===== config.mk =====
export PLATFORM = sky130hd
export DESIGN_NAME = ip_address_text_validator_flat
export DESIGN_NICKNAME = d
export VERILOG_FILES = /design/src/rtl/ipav_pkg.sv /design/src/rtl/ipav_char_if.sv /design/src/rtl/ipav_result_if.sv /design/src/rtl/ipav_cfg_if.sv /design/src/rtl/ipav_step.sv /design/src/rtl/ip_address_text_validator.sv /design/src/flat_wrapper.sv
export SDC_FILE = /design/constraint.sdc
export NUM_CORES = 1
export LEC_CHECK = 0
export BUFFER_PORTS_ARGS = -buffer_cell sky130_fd_sc_hd__buf_2
export CAP_MARGIN = 30
export CELL_PAD_IN_SITES_DETAIL_PLACEMENT = 0
export CELL_PAD_IN_SITES_GLOBAL_PLACEMENT = 1
export CORE_ASPECT_RATIO = 2
export CORE_MARGIN = 2
export CORE_UTILIZATION = 40
export CTS_BUF_LIST = sky130_fd_sc_hd__clkbuf_2
export DETAILED_ROUTE_END_ITERATION = 12
export PLACE_DENSITY = 0.8
export SYNTH_ARGS = -nofsm -noshare
export SYNTH_HDL_FRONTEND = slang
export SYNTH_SLANG_ARGS = --single-unit

===== constraint.sdc =====
create_clock -name clk -period 12.45 [get_ports clk]
set_input_delay 2.49 -clock clk [delete_from_list [all_inputs] [get_ports clk]]
set_output_delay 2.49 -clock clk [all_outputs]
set_load 0.01 [all_outputs]

===== src/rtl/ipav_pkg.sv =====
// ----------------------------------------------------------------------------
// ipav_pkg
// Shared types and constants of the IP address text validator.
// ----------------------------------------------------------------------------
package ipav_pkg;

  typedef enum logic [2:0] {
    ERR_NONE   = 3'd0,
    ERR_CHAR   = 3'd1,
    ERR_LONG   = 3'd2,
    ERR_MANY   = 3'd3,
    ERR_DOUBLE = 3'd4,
    ERR_PLACE  = 3'd5,
    ERR_OCTET  = 3'd6,
    ERR_FEW    = 3'd7
  } ipav_err_t;

  localparam logic [7:0] CH_0     = 8'h30;
  localparam logic [7:0] CH_9     = 8'h39;
  localparam logic [7:0] CH_LA    = 8'h61;
  localparam logic [7:0] CH_LF    = 8'h66;
  localparam logic [7:0] CH_UA    = 8'h41;
  localparam logic [7:0] CH_UF    = 8'h46;
  localparam logic [7:0] CH_DOT   = 8'h2e;
  localparam logic [7:0] CH_COLON = 8'h3a;

  localparam logic [8:0] OCTET_MAX      = 9'd255;
  localparam logic [8:0] OCTET_OVER     = 9'd256;
  localparam logic [8:0] OCTET_NONDEC   = 9'd511;
  localparam logic [2:0] HEX_GROUP_MAX  = 3'd4;
  localparam logic [3:0] GROUP_CLOSED_MAX = 4'd7;
  localparam logic [3:0] GROUPS_FULL    = 4'd8;
  localparam logic [1:0] OCTET_DIGITS_MAX = 2'd3;
  localparam logic [1:0] DOTS_FULL      = 2'd3;

  typedef struct packed {
    logic [2:0] hex_digit_count;
    logic [3:0] group_count;
    logic       double_colon_seen;
    logic       previous_was_colon;
    logic [8:0] octet_value;
    logic [1:0] octet_digit_count;
    logic [1:0] dot_count;
    logic       in_ipv4_part;
    logic       at_string_start;
    logic       pair_closed;
    ipav_err_t  latched_error;
  } ipav_state_t;

  typedef struct packed {
    logic       address_valid;
    logic [2:0] error_kind;
  } ipav_result_t;

  localparam ipav_state_t IPAV_CLEAR = '{
    hex_digit_count:    3'd0,
    group_count:        4'd0,
    double_colon_seen:  1'b0,
    previous_was_colon: 1'b0,
    octet_value:        9'd0,
    octet_digit_count:  2'd0,
    dot_count:          2'd0,
    in_ipv4_part:       1'b0,
    at_string_start:    1'b1,
    pair_closed:        1'b0,
    latched_error:      ERR_NONE
  };

endpackage


===== src/rtl/ipav_char_if.sv =====
// ----------------------------------------------------------------------------
// ipav_char_if
// Character stream channel: one address character per word.
// ----------------------------------------------------------------------------
interface ipav_char_if;
  logic       valid;
  logic       ready;
  logic [7:0] char_code;
  logic       is_last;

  modport source (output valid, output char_code, output is_last, input ready);
  modport sink   (input valid, input char_code, input is_last, output ready);
endinterface


===== src/rtl/ipav_result_if.sv =====
// ----------------------------------------------------------------------------
// ipav_result_if
// Verdict channel: one word per checked address string.
// ----------------------------------------------------------------------------
interface ipav_result_if;
  logic       valid;
  logic       ready;
  logic       address_valid;
  logic [2:0] error_kind;

  modport source (output valid, output address_valid, output error_kind, input ready);
  modport sink   (input valid, input address_valid, input error_kind, output ready);
endinterface


===== src/rtl/ipav_cfg_if.sv =====
// ----------------------------------------------------------------------------
// ipav_cfg_if
// Configuration write channel for the mode register.
// ----------------------------------------------------------------------------
interface ipav_cfg_if;
  logic valid;
  logic ready;
  logic address_mode;

  modport source (output valid, output address_mode, input ready);
  modport sink   (input valid, input address_mode, output ready);
endinterface


===== src/rtl/ipav_step.sv =====
// ----------------------------------------------------------------------------
// ipav_step
// Per-character next-state logic and end-of-string verdict.
// ----------------------------------------------------------------------------
module ipav_step
  import ipav_pkg::*;
(
  input  ipav_state_t  cur,
  input  logic         address_mode,
  input  logic [7:0]   char_code,
  input  logic         is_last,
  output ipav_state_t  next,
  output ipav_result_t verdict
);

  logic        is_dec;
  logic        is_hex;
  logic [12:0] dec_acc;
  ipav_state_t dot_n;
  ipav_state_t chr_n;
  ipav_state_t fin;
  logic [3:0]  groups;

  assign is_dec = (char_code >= CH_0) && (char_code <= CH_9);
  assign is_hex = is_dec
               || ((char_code >= CH_LA) && (char_code <= CH_LF))
               || ((char_code >= CH_UA) && (char_code <= CH_UF));

  // value*10 + digit; decimal low nibble is the digit
  assign dec_acc = ({4'd0, cur.octet_value} << 3) + ({4'd0, cur.octet_value} << 1)
                 + {9'd0, char_code[3:0]};

  // dotted-quad character handling
  always_comb begin
    dot_n = cur;
    if (is_dec) begin
      if (cur.octet_digit_count == OCTET_DIGITS_MAX) begin
        dot_n.latched_error = ERR_LONG;
      end else if (dec_acc > {4'd0, OCTET_MAX}) begin
        dot_n.latched_error = ERR_OCTET;
      end else begin
        dot_n.octet_value       = dec_acc[8:0];
        dot_n.octet_digit_count = cur.octet_digit_count + 2'd1;
      end
    end else if (char_code == CH_DOT) begin
      if (cur.octet_digit_count == 2'd0) begin
        dot_n.latched_error = ERR_PLACE;
      end else if (cur.dot_count == DOTS_FULL) begin
        dot_n.latched_error = ERR_MANY;
      end else begin
        dot_n.dot_count         = cur.dot_count + 2'd1;
        dot_n.octet_value       = 9'd0;
        dot_n.octet_digit_count = 2'd0;
      end
    end else begin
      dot_n.latched_error = ERR_CHAR;
    end
  end

  // character update; errors are sticky
  always_comb begin
    chr_n = cur;
    if (cur.latched_error == ERR_NONE) begin
      if (!address_mode) begin
        chr_n = dot_n;
      end else if (cur.in_ipv4_part) begin
        if (char_code == CH_COLON) chr_n.latched_error = ERR_PLACE;
        else                       chr_n = dot_n;
      end else if (cur.at_string_start && cur.previous_was_colon
                   && (char_code != CH_COLON)) begin
        chr_n.latched_error = ERR_PLACE;
      end else if (is_hex) begin
        if (cur.hex_digit_count == HEX_GROUP_MAX) begin
          chr_n.latched_error = ERR_LONG;
        end else begin
          chr_n.hex_digit_count = cur.hex_digit_count + 3'd1;
          // octet_value tracks whether the group could open a dotted tail
          if (!is_dec) begin
            chr_n.octet_value = OCTET_NONDEC;
          end else if (cur.octet_value <= OCTET_MAX) begin
            chr_n.octet_value = (dec_acc > {4'd0, OCTET_MAX}) ? OCTET_OVER : dec_acc[8:0];
          end
          chr_n.previous_was_colon = 1'b0;
          chr_n.pair_closed        = 1'b0;
          chr_n.at_string_start    = 1'b0;
        end
      end else if (char_code == CH_COLON) begin
        if (cur.previous_was_colon) begin
          if (cur.pair_closed) begin
            chr_n.latched_error = ERR_PLACE;
          end else if (cur.double_colon_seen) begin
            chr_n.latched_error = ERR_DOUBLE;
          end else begin
            chr_n.double_colon_seen = 1'b1;
            chr_n.pair_closed       = 1'b1;
            chr_n.at_string_start   = 1'b0;
          end
        end else if (cur.at_string_start) begin
          chr_n.previous_was_colon = 1'b1;
        end else if (cur.group_count >= GROUP_CLOSED_MAX) begin
          chr_n.latched_error = ERR_MANY;
        end else begin
          chr_n.group_count        = cur.group_count + 4'd1;
          chr_n.hex_digit_count    = 3'd0;
          chr_n.octet_value        = 9'd0;
          chr_n.previous_was_colon = 1'b1;
        end
      end else if (char_code == CH_DOT) begin
        if (cur.hex_digit_count == 3'd0) begin
          chr_n.latched_error = ERR_PLACE;
        end else if (cur.octet_value == OCTET_NONDEC) begin
          chr_n.latched_error = ERR_CHAR;
        end else if (cur.hex_digit_count == HEX_GROUP_MAX) begin
          chr_n.latched_error = ERR_LONG;
        end else if (cur.octet_value > OCTET_MAX) begin
          chr_n.latched_error = ERR_OCTET;
        end else begin
          chr_n.in_ipv4_part      = 1'b1;
          chr_n.dot_count         = 2'd1;
          chr_n.octet_value       = 9'd0;
          chr_n.octet_digit_count = 2'd0;
        end
      end else begin
        chr_n.latched_error = ERR_CHAR;
      end
    end
  end

  // end-of-string checks
  always_comb begin
    fin    = chr_n;
    groups = 4'd0;
    if (address_mode) begin
      if (chr_n.in_ipv4_part) begin
        groups = chr_n.group_count + 4'd2;
      end else begin
        groups = chr_n.group_count + {3'd0, (chr_n.hex_digit_count != 3'd0)};
      end
    end
    if (is_last && (chr_n.latched_error == ERR_NONE)) begin
      if (!address_mode || chr_n.in_ipv4_part) begin
        if (chr_n.octet_digit_count == 2'd0)  fin.latched_error = ERR_PLACE;
        else if (chr_n.dot_count < DOTS_FULL) fin.latched_error = ERR_FEW;
      end else if (chr_n.previous_was_colon && !chr_n.pair_closed) begin
        fin.latched_error = ERR_PLACE;
      end
      if (address_mode && (fin.latched_error == ERR_NONE)) begin
        if (chr_n.double_colon_seen) begin
          if (groups > GROUP_CLOSED_MAX) fin.latched_error = ERR_MANY;
        end else if (groups > GROUPS_FULL) begin
          fin.latched_error = ERR_MANY;
        end else if (groups < GROUPS_FULL) begin
          fin.latched_error = ERR_FEW;
        end
      end
    end
  end

  assign verdict.address_valid = (fin.latched_error == ERR_NONE);
  assign verdict.error_kind    = fin.latched_error;
  assign next                  = is_last ? IPAV_CLEAR : chr_n;

endmodule


===== src/rtl/ip_address_text_validator.sv =====
// ----------------------------------------------------------------------------
// ip_address_text_validator
// Streaming IPv4 / IPv6 address text checker with a one-word verdict.
// ----------------------------------------------------------------------------
// Takes one character word per cycle on chars and checks the string as it
// arrives; the word marked is_last produces one verdict word on result
// (address_valid plus error_kind, first error wins). A new character is
// accepted every cycle while chars.ready is high; the verdict is registered
// into the output register, or into the skid entry while that word is
// stalled. A two-entry result buffer (output register plus skid) keeps chars
// flowing while a verdict waits; chars.ready drops only when both entries are
// held. Register address_mode (reset 1): 0 checks a dotted quad, 1 checks
// IPv6 with an optional dotted tail. A write also discards any partial string,
// and is meant to happen only while no string is in flight.
module ip_address_text_validator
  import ipav_pkg::*;
(
  input  logic          clk,
  input  logic          rst,
  ipav_cfg_if.sink      cfg,
  ipav_char_if.sink     chars,
  ipav_result_if.source result
);

  logic         address_mode;
  ipav_state_t  st;
  ipav_state_t  st_next;
  ipav_result_t verdict;

  // output register and skid entry
  logic         out_valid;
  ipav_result_t out_word;
  logic         skid_valid;
  ipav_result_t skid_word;

  logic cfg_wr;
  logic char_acc;
  logic push;
  logic pop;

  assign cfg.ready   = 1'b1;
  assign chars.ready = !skid_valid;

  assign cfg_wr   = cfg.valid && cfg.ready;
  assign char_acc = chars.valid && chars.ready;
  assign push     = char_acc && chars.is_last && !cfg_wr;
  assign pop      = out_valid && result.ready;

  ipav_step u_step (
    .cur          (st),
    .address_mode (address_mode),
    .char_code    (chars.char_code),
    .is_last      (chars.is_last),
    .next         (st_next),
    .verdict      (verdict)
  );

  // string state and mode
  always_ff @(posedge clk) begin
    if (rst) begin
      address_mode <= 1'b1;
      st           <= IPAV_CLEAR;
    end else if (cfg_wr) begin
      address_mode <= cfg.address_mode;
      st           <= IPAV_CLEAR;
    end else if (char_acc) begin
      st <= st_next;
    end
  end

  // result buffer; skid fills only when the output word is stalled
  always_ff @(posedge clk) begin
    if (rst) begin
      out_valid  <= 1'b0;
      skid_valid <= 1'b0;
    end else if (skid_valid) begin
      if (pop) begin
        out_word   <= skid_word;
        skid_valid <= 1'b0;
      end
    end else if (push) begin
      if (!out_valid || pop) begin
        out_word  <= verdict;
        out_valid <= 1'b1;
      end else begin
        skid_word  <= verdict;
        skid_valid <= 1'b1;
      end
    end else if (pop) begin
      out_valid <= 1'b0;
    end
  end

  assign result.valid         = out_valid;
  assign result.address_valid = out_word.address_valid;
  assign result.error_kind    = out_word.error_kind;

  // checks
  a_skid_needs_out: assert property (@(posedge clk) disable iff (rst)
    skid_valid |-> out_valid)
    else $error("skid entry held without output word");

  a_verdict_consistent: assert property (@(posedge clk) disable iff (rst)
    out_valid |-> (out_word.address_valid == (out_word.error_kind == ERR_NONE)))
    else $error("address_valid disagrees with error_kind");

  a_error_sticky: assert property (@(posedge clk) disable iff (rst)
    (st.latched_error != ERR_NONE && !cfg_wr && !(char_acc && chars.is_last))
    |=> $stable(st.latched_error))
    else $error("latched error changed within a string");

  a_clear_after_last: assert property (@(posedge clk) disable iff (rst)
    (char_acc && chars.is_last) |=>
      (st.at_string_start && st.latched_error == ERR_NONE
       && st.group_count == 4'd0 && !st.in_ipv4_part))
    else $error("string state not cleared after last character");

  a_hex_count_range: assert property (@(posedge clk) disable iff (rst)
    st.hex_digit_count <= HEX_GROUP_MAX)
    else $error("hex digit count out of range");

endmodule

===== src/flat_wrapper.sv =====
// flat-port wrapper written by rule: the top's interface ports become plain ports
module ip_address_text_validator_flat import ipav_pkg::*;
  (clk, rst, cfg_valid, cfg_address_mode, cfg_ready, chars_valid, chars_char_code, chars_is_last, chars_ready, result_valid, result_address_valid, result_error_kind, result_ready);
  ipav_cfg_if cfg_i ();
  ipav_char_if chars_i ();
  ipav_result_if result_i ();
  input  logic clk;
  input  logic rst;
  input wire logic [$bits(cfg_i.valid)-1:0] cfg_valid;
  input wire logic [$bits(cfg_i.address_mode)-1:0] cfg_address_mode;
  output wire logic [$bits(cfg_i.ready)-1:0] cfg_ready;
  input wire logic [$bits(chars_i.valid)-1:0] chars_valid;
  input wire logic [$bits(chars_i.char_code)-1:0] chars_char_code;
  input wire logic [$bits(chars_i.is_last)-1:0] chars_is_last;
  output wire logic [$bits(chars_i.ready)-1:0] chars_ready;
  output wire logic [$bits(result_i.valid)-1:0] result_valid;
  output wire logic [$bits(result_i.address_valid)-1:0] result_address_valid;
  output wire logic [$bits(result_i.error_kind)-1:0] result_error_kind;
  input wire logic [$bits(result_i.ready)-1:0] result_ready;
  assign cfg_i.valid = cfg_valid;
  assign cfg_i.address_mode = cfg_address_mode;
  assign cfg_ready = cfg_i.ready;
  assign chars_i.valid = chars_valid;
  assign chars_i.char_code = chars_char_code;
  assign chars_i.is_last = chars_is_last;
  assign chars_ready = chars_i.ready;
  assign result_valid = result_i.valid;
  assign result_address_valid = result_i.address_valid;
  assign result_error_kind = result_i.error_kind;
  assign result_i.ready = result_ready;
  ip_address_text_validator u_core (.clk(clk), .rst(rst), .cfg(cfg_i), .chars(chars_i), .result(result_i));
endmodule

==> qor.yml <==
status: "finished, final reports clean"
io_buffers: 20
whs_path_depth: 2
cpMaxStageDelayCell: "and4_1"
root_buffer: "clkbuf_2"
cts_tree: "yes"
max_cap_violations: 0
fin_skew_ps: 35.5
ys_seq_area_frac: 0.241
overflow: 0
synth_top_area_cell: "dfxtp_1"
drtPass1Iterations: 6
chipHeight_um: 138
critPathBufInv: 2
crit_path_max_incr_delay_ps: 640
synth.distinct_cells: 81
internal-power_uw: 197
num_rows: 48
hold_ws_ps: 575
netlist.area_leader.share: 0.174
wirelength_um: 11300
place_hpwl_um: 9010
p_per_area_nw_per_um2: 72.0
clk_latency_ps: 470
fin_ws_ps: 6090
post_cts_buffers: 0
wl_per_cell_um: 20.0
fin_setup_tns_ps: 0
drv_slew: 0
r2r-end: "u_core.result.error_kind[0]"
ctsResizeCount: 0
rsz0062_at_grt: "false"
multiInputGateArea_um2: 2520
syn_area_um2: 3570
nFillCells: 895
cts_htree_levels: 2
leakage_uw: 0.00145
p_clk_frac: 0.376
crit_path_start_kind: "input port"
viasPerCell: 6.39
syn_to_final_growth_pct: 7.30
core_um2: 8650
io_pins: 22
cts.sinks: 39
syn_avg_cell_area_um2: 7.87
synthArstFlopShare: 0
ys.flop_type: "dfxtp_1"
final_net_count: 505
hold_start: "u_core.skid_word[3]"
initial_core_util: 0.412
fin_crit_ps: 6360
worstSetupPathType: "input port to flop"
seqPwrFrac: 0.478
syn_nets: 495
p_switching_uw: 78.4
synth_common_cells: "44 x nor2_1, 41 x a21oi_1, 37 x nand2_1"
regToRegSetupSlack_ps: 7690
drc: 0
synthCells: 453
period_share: 0.511
worstPathArrival_ps: 6620
synth_area_leaders: "dfxtp_1 17%, ha_1 8.8%, edfxtp_1 6.7%, a21oi_1 5.8%, nor2_1 4.6%"
hold_viol: 0
finalSetupViolCount: 0
numCtsBuffers: 5
crit_top_cell: "fa_1"
rr_worst_depth: 13
seq_area_um2: 861
dieArea_um2: 9730
fmax_mhz: 157
synth_edf_count: 8
slew_headroom: 0.430
dp_slack_ps: 5580
ys_ff_latch: 39
grt_pass1_vias: 3591
worstMarginPinSlew_ps: 849
ys_warn_count: 0
end_kind: "flop"
cts_max_path_buffers: 2
cp_cell_sequence: "buf_2 > inv_1 > fa_1 > fa_1 > nor2b_1 > o2111ai_1 > a221o_1 > a2111oi_4 > and4_1 > o211ai_1 > and4bb_4 > o41ai_4 > mux2_1"
cp.required_ps: 12710
gp_congestion: 0.979
grt_pass1_wl_um: 18000
cp_max_fo: 11
rr_startpoint: "u_core.st[21]"
drt_iter0_drc: 272
worstHoldPathType: "flop to flop"
ir_worst_vdd_uv: 41.7
drive_above_1_share: 0.116
antenna_left: 0
switching_share: 0.285
comb_power_share: 0.145
cts.reportedPaths.clkPinSlew_ps: 230
fp.dieW_um: 70.8
antenna_found_initial: 1
grt_max_degree: 21
grtUsageTotal: 0.236
routed-via-count: 3611
hold_buffers: 0
synth_most_common_cell: "nor2_1"
min_to: "u_core.result.address_valid"
cp_top_family: "compound AO/OA/AOI/OAI gates"
==> how the worst max path moves through the flow <==
stage / depth (start not counted) / slack (ps) / end / startpoint
finish: 13 / 6090 / u_core.result.error_kind[1] / chars_char_code[3]
global route: 13 / 5880 / u_core.result.error_kind[1] / chars_char_code[3]
CTS: 13 / 6090 / u_core.result.error_kind[1] / chars_char_code[3]
detailed placement: 13 / 5580 / u_core.result.error_kind[1] / chars_char_code[3]
global placement: 15 / 5670 / u_core.result.error_kind[0] / chars_char_code[6]
floorplan: 13 / 6190 / u_core.result.error_kind[0] / chars_char_code[6]
==> through the flow <==
stage                     instances  total power [µW]   util  area [µm²]
final                           565               275  0.442        3830
after global routing            565               285  0.442        3830
after CTS                       564               277  0.442        3820
after detailed placement        556               174  0.431        3730
after global placement          556               173  0.431        3730
after floorplan                 453               160      -        3570
==> metal layers <==
metal  global-route usage  vias to the layer above  routed length [µm]
met3               0.0227                       46                 326
met5                    0                        -                   0
li1                     -                     1735                   -
met4                0.159                        0                 739
met2                0.462                      117                6320
met1                0.224                     1713                3910
==> power groups by stage <==
stage | clock network [µW] | logic [µW] | registers (µW)
detailed placement | 0 | 39.4 | 134
floorplan | 0 | 26.7 | 134
global placement | 0 | 39.2 | 134
global route | 110 | 43.4 | 132
CTS | 106 | 39.6 | 132
finish | 104 | 40.1 | 132
==> layout make-up <==
cell class                 count  area share
clock inverter                 3      0.0177
multi-input combinational    367       0.658
inverter                      26      0.0255
tap                          100      0.0327
sequential                    39       0.225
clock buffer                   5     0.00654
timing repair buffer          24      0.0340
antenna                        1    0.000654
==> worst register-to-register path, delay by kind of cell (launching register included) <==
kind	cells	cell delay [ps]
flops	1	460
fa+ha+maj	3	810
simple gates	3	1160
mux	1	280
compound gates	6	1860
==> cell families (layout without fill, tap and decap cells) <==
kind of cell | count (synthesis) | in the layout | share of synthesized area
muxes | 11 | 11 | 0.0319
xor gates and xnor gates | 7 | 7 | 0.0172
DFF | 39 | 39 | 0.241
adders and majority gates | 27 | 27 | 0.0989
other | 1 | 2 | 0.00105
AOI/OAI and AO/OA | 151 | 151 | 0.302
and+or+nand+nor | 170 | 170 | 0.254
buffers and inverters | 47 | 58 | 0.0526
==> layout by cell type, fill, tap and decap left out, types with 3 or more instances in the layout <==
master	Yosys	routed
nor3_1	23	23
buf_2	3	20
nor4b_1	4	4
a21o_1	6	6
a31oi_1	12	12
inv_1	25	25
ha_1	25	25
nor3b_1	4	4
nand2b_1	6	6
edfxtp_1	8	8
dfxtp_1	31	31
nand2_1	37	37
o211ai_1	4	4
buf_4	2	4
a211oi_1	4	4
o31ai_1	3	3
clkbuf_2	0	5
and4_1	3	3
o2111ai_1	4	4
nand3_1	10	10
a22oi_1	13	13
o21a_1	3	3
xnor2_1	5	5
o21ai_0	17	17
nor2_1	44	44
and2_1	3	3
or3_1	6	6
nor2b_1	5	5
a21oi_1	41	41
o22ai_1	9	9
mux2i_1	8	8
nor4_1	3	3
==> sequential cells by signal, indices dropped and copies added (netlist names) <==
name                         count
u_core.st                       28
u_core.result.address_valid      1
u_core.address_mode              1
u_core.skid_valid                1
u_core.result.valid              1
u_core.skid_word                 4
u_core.result.error_kind         3
Power figures use the tool's default switching activity.
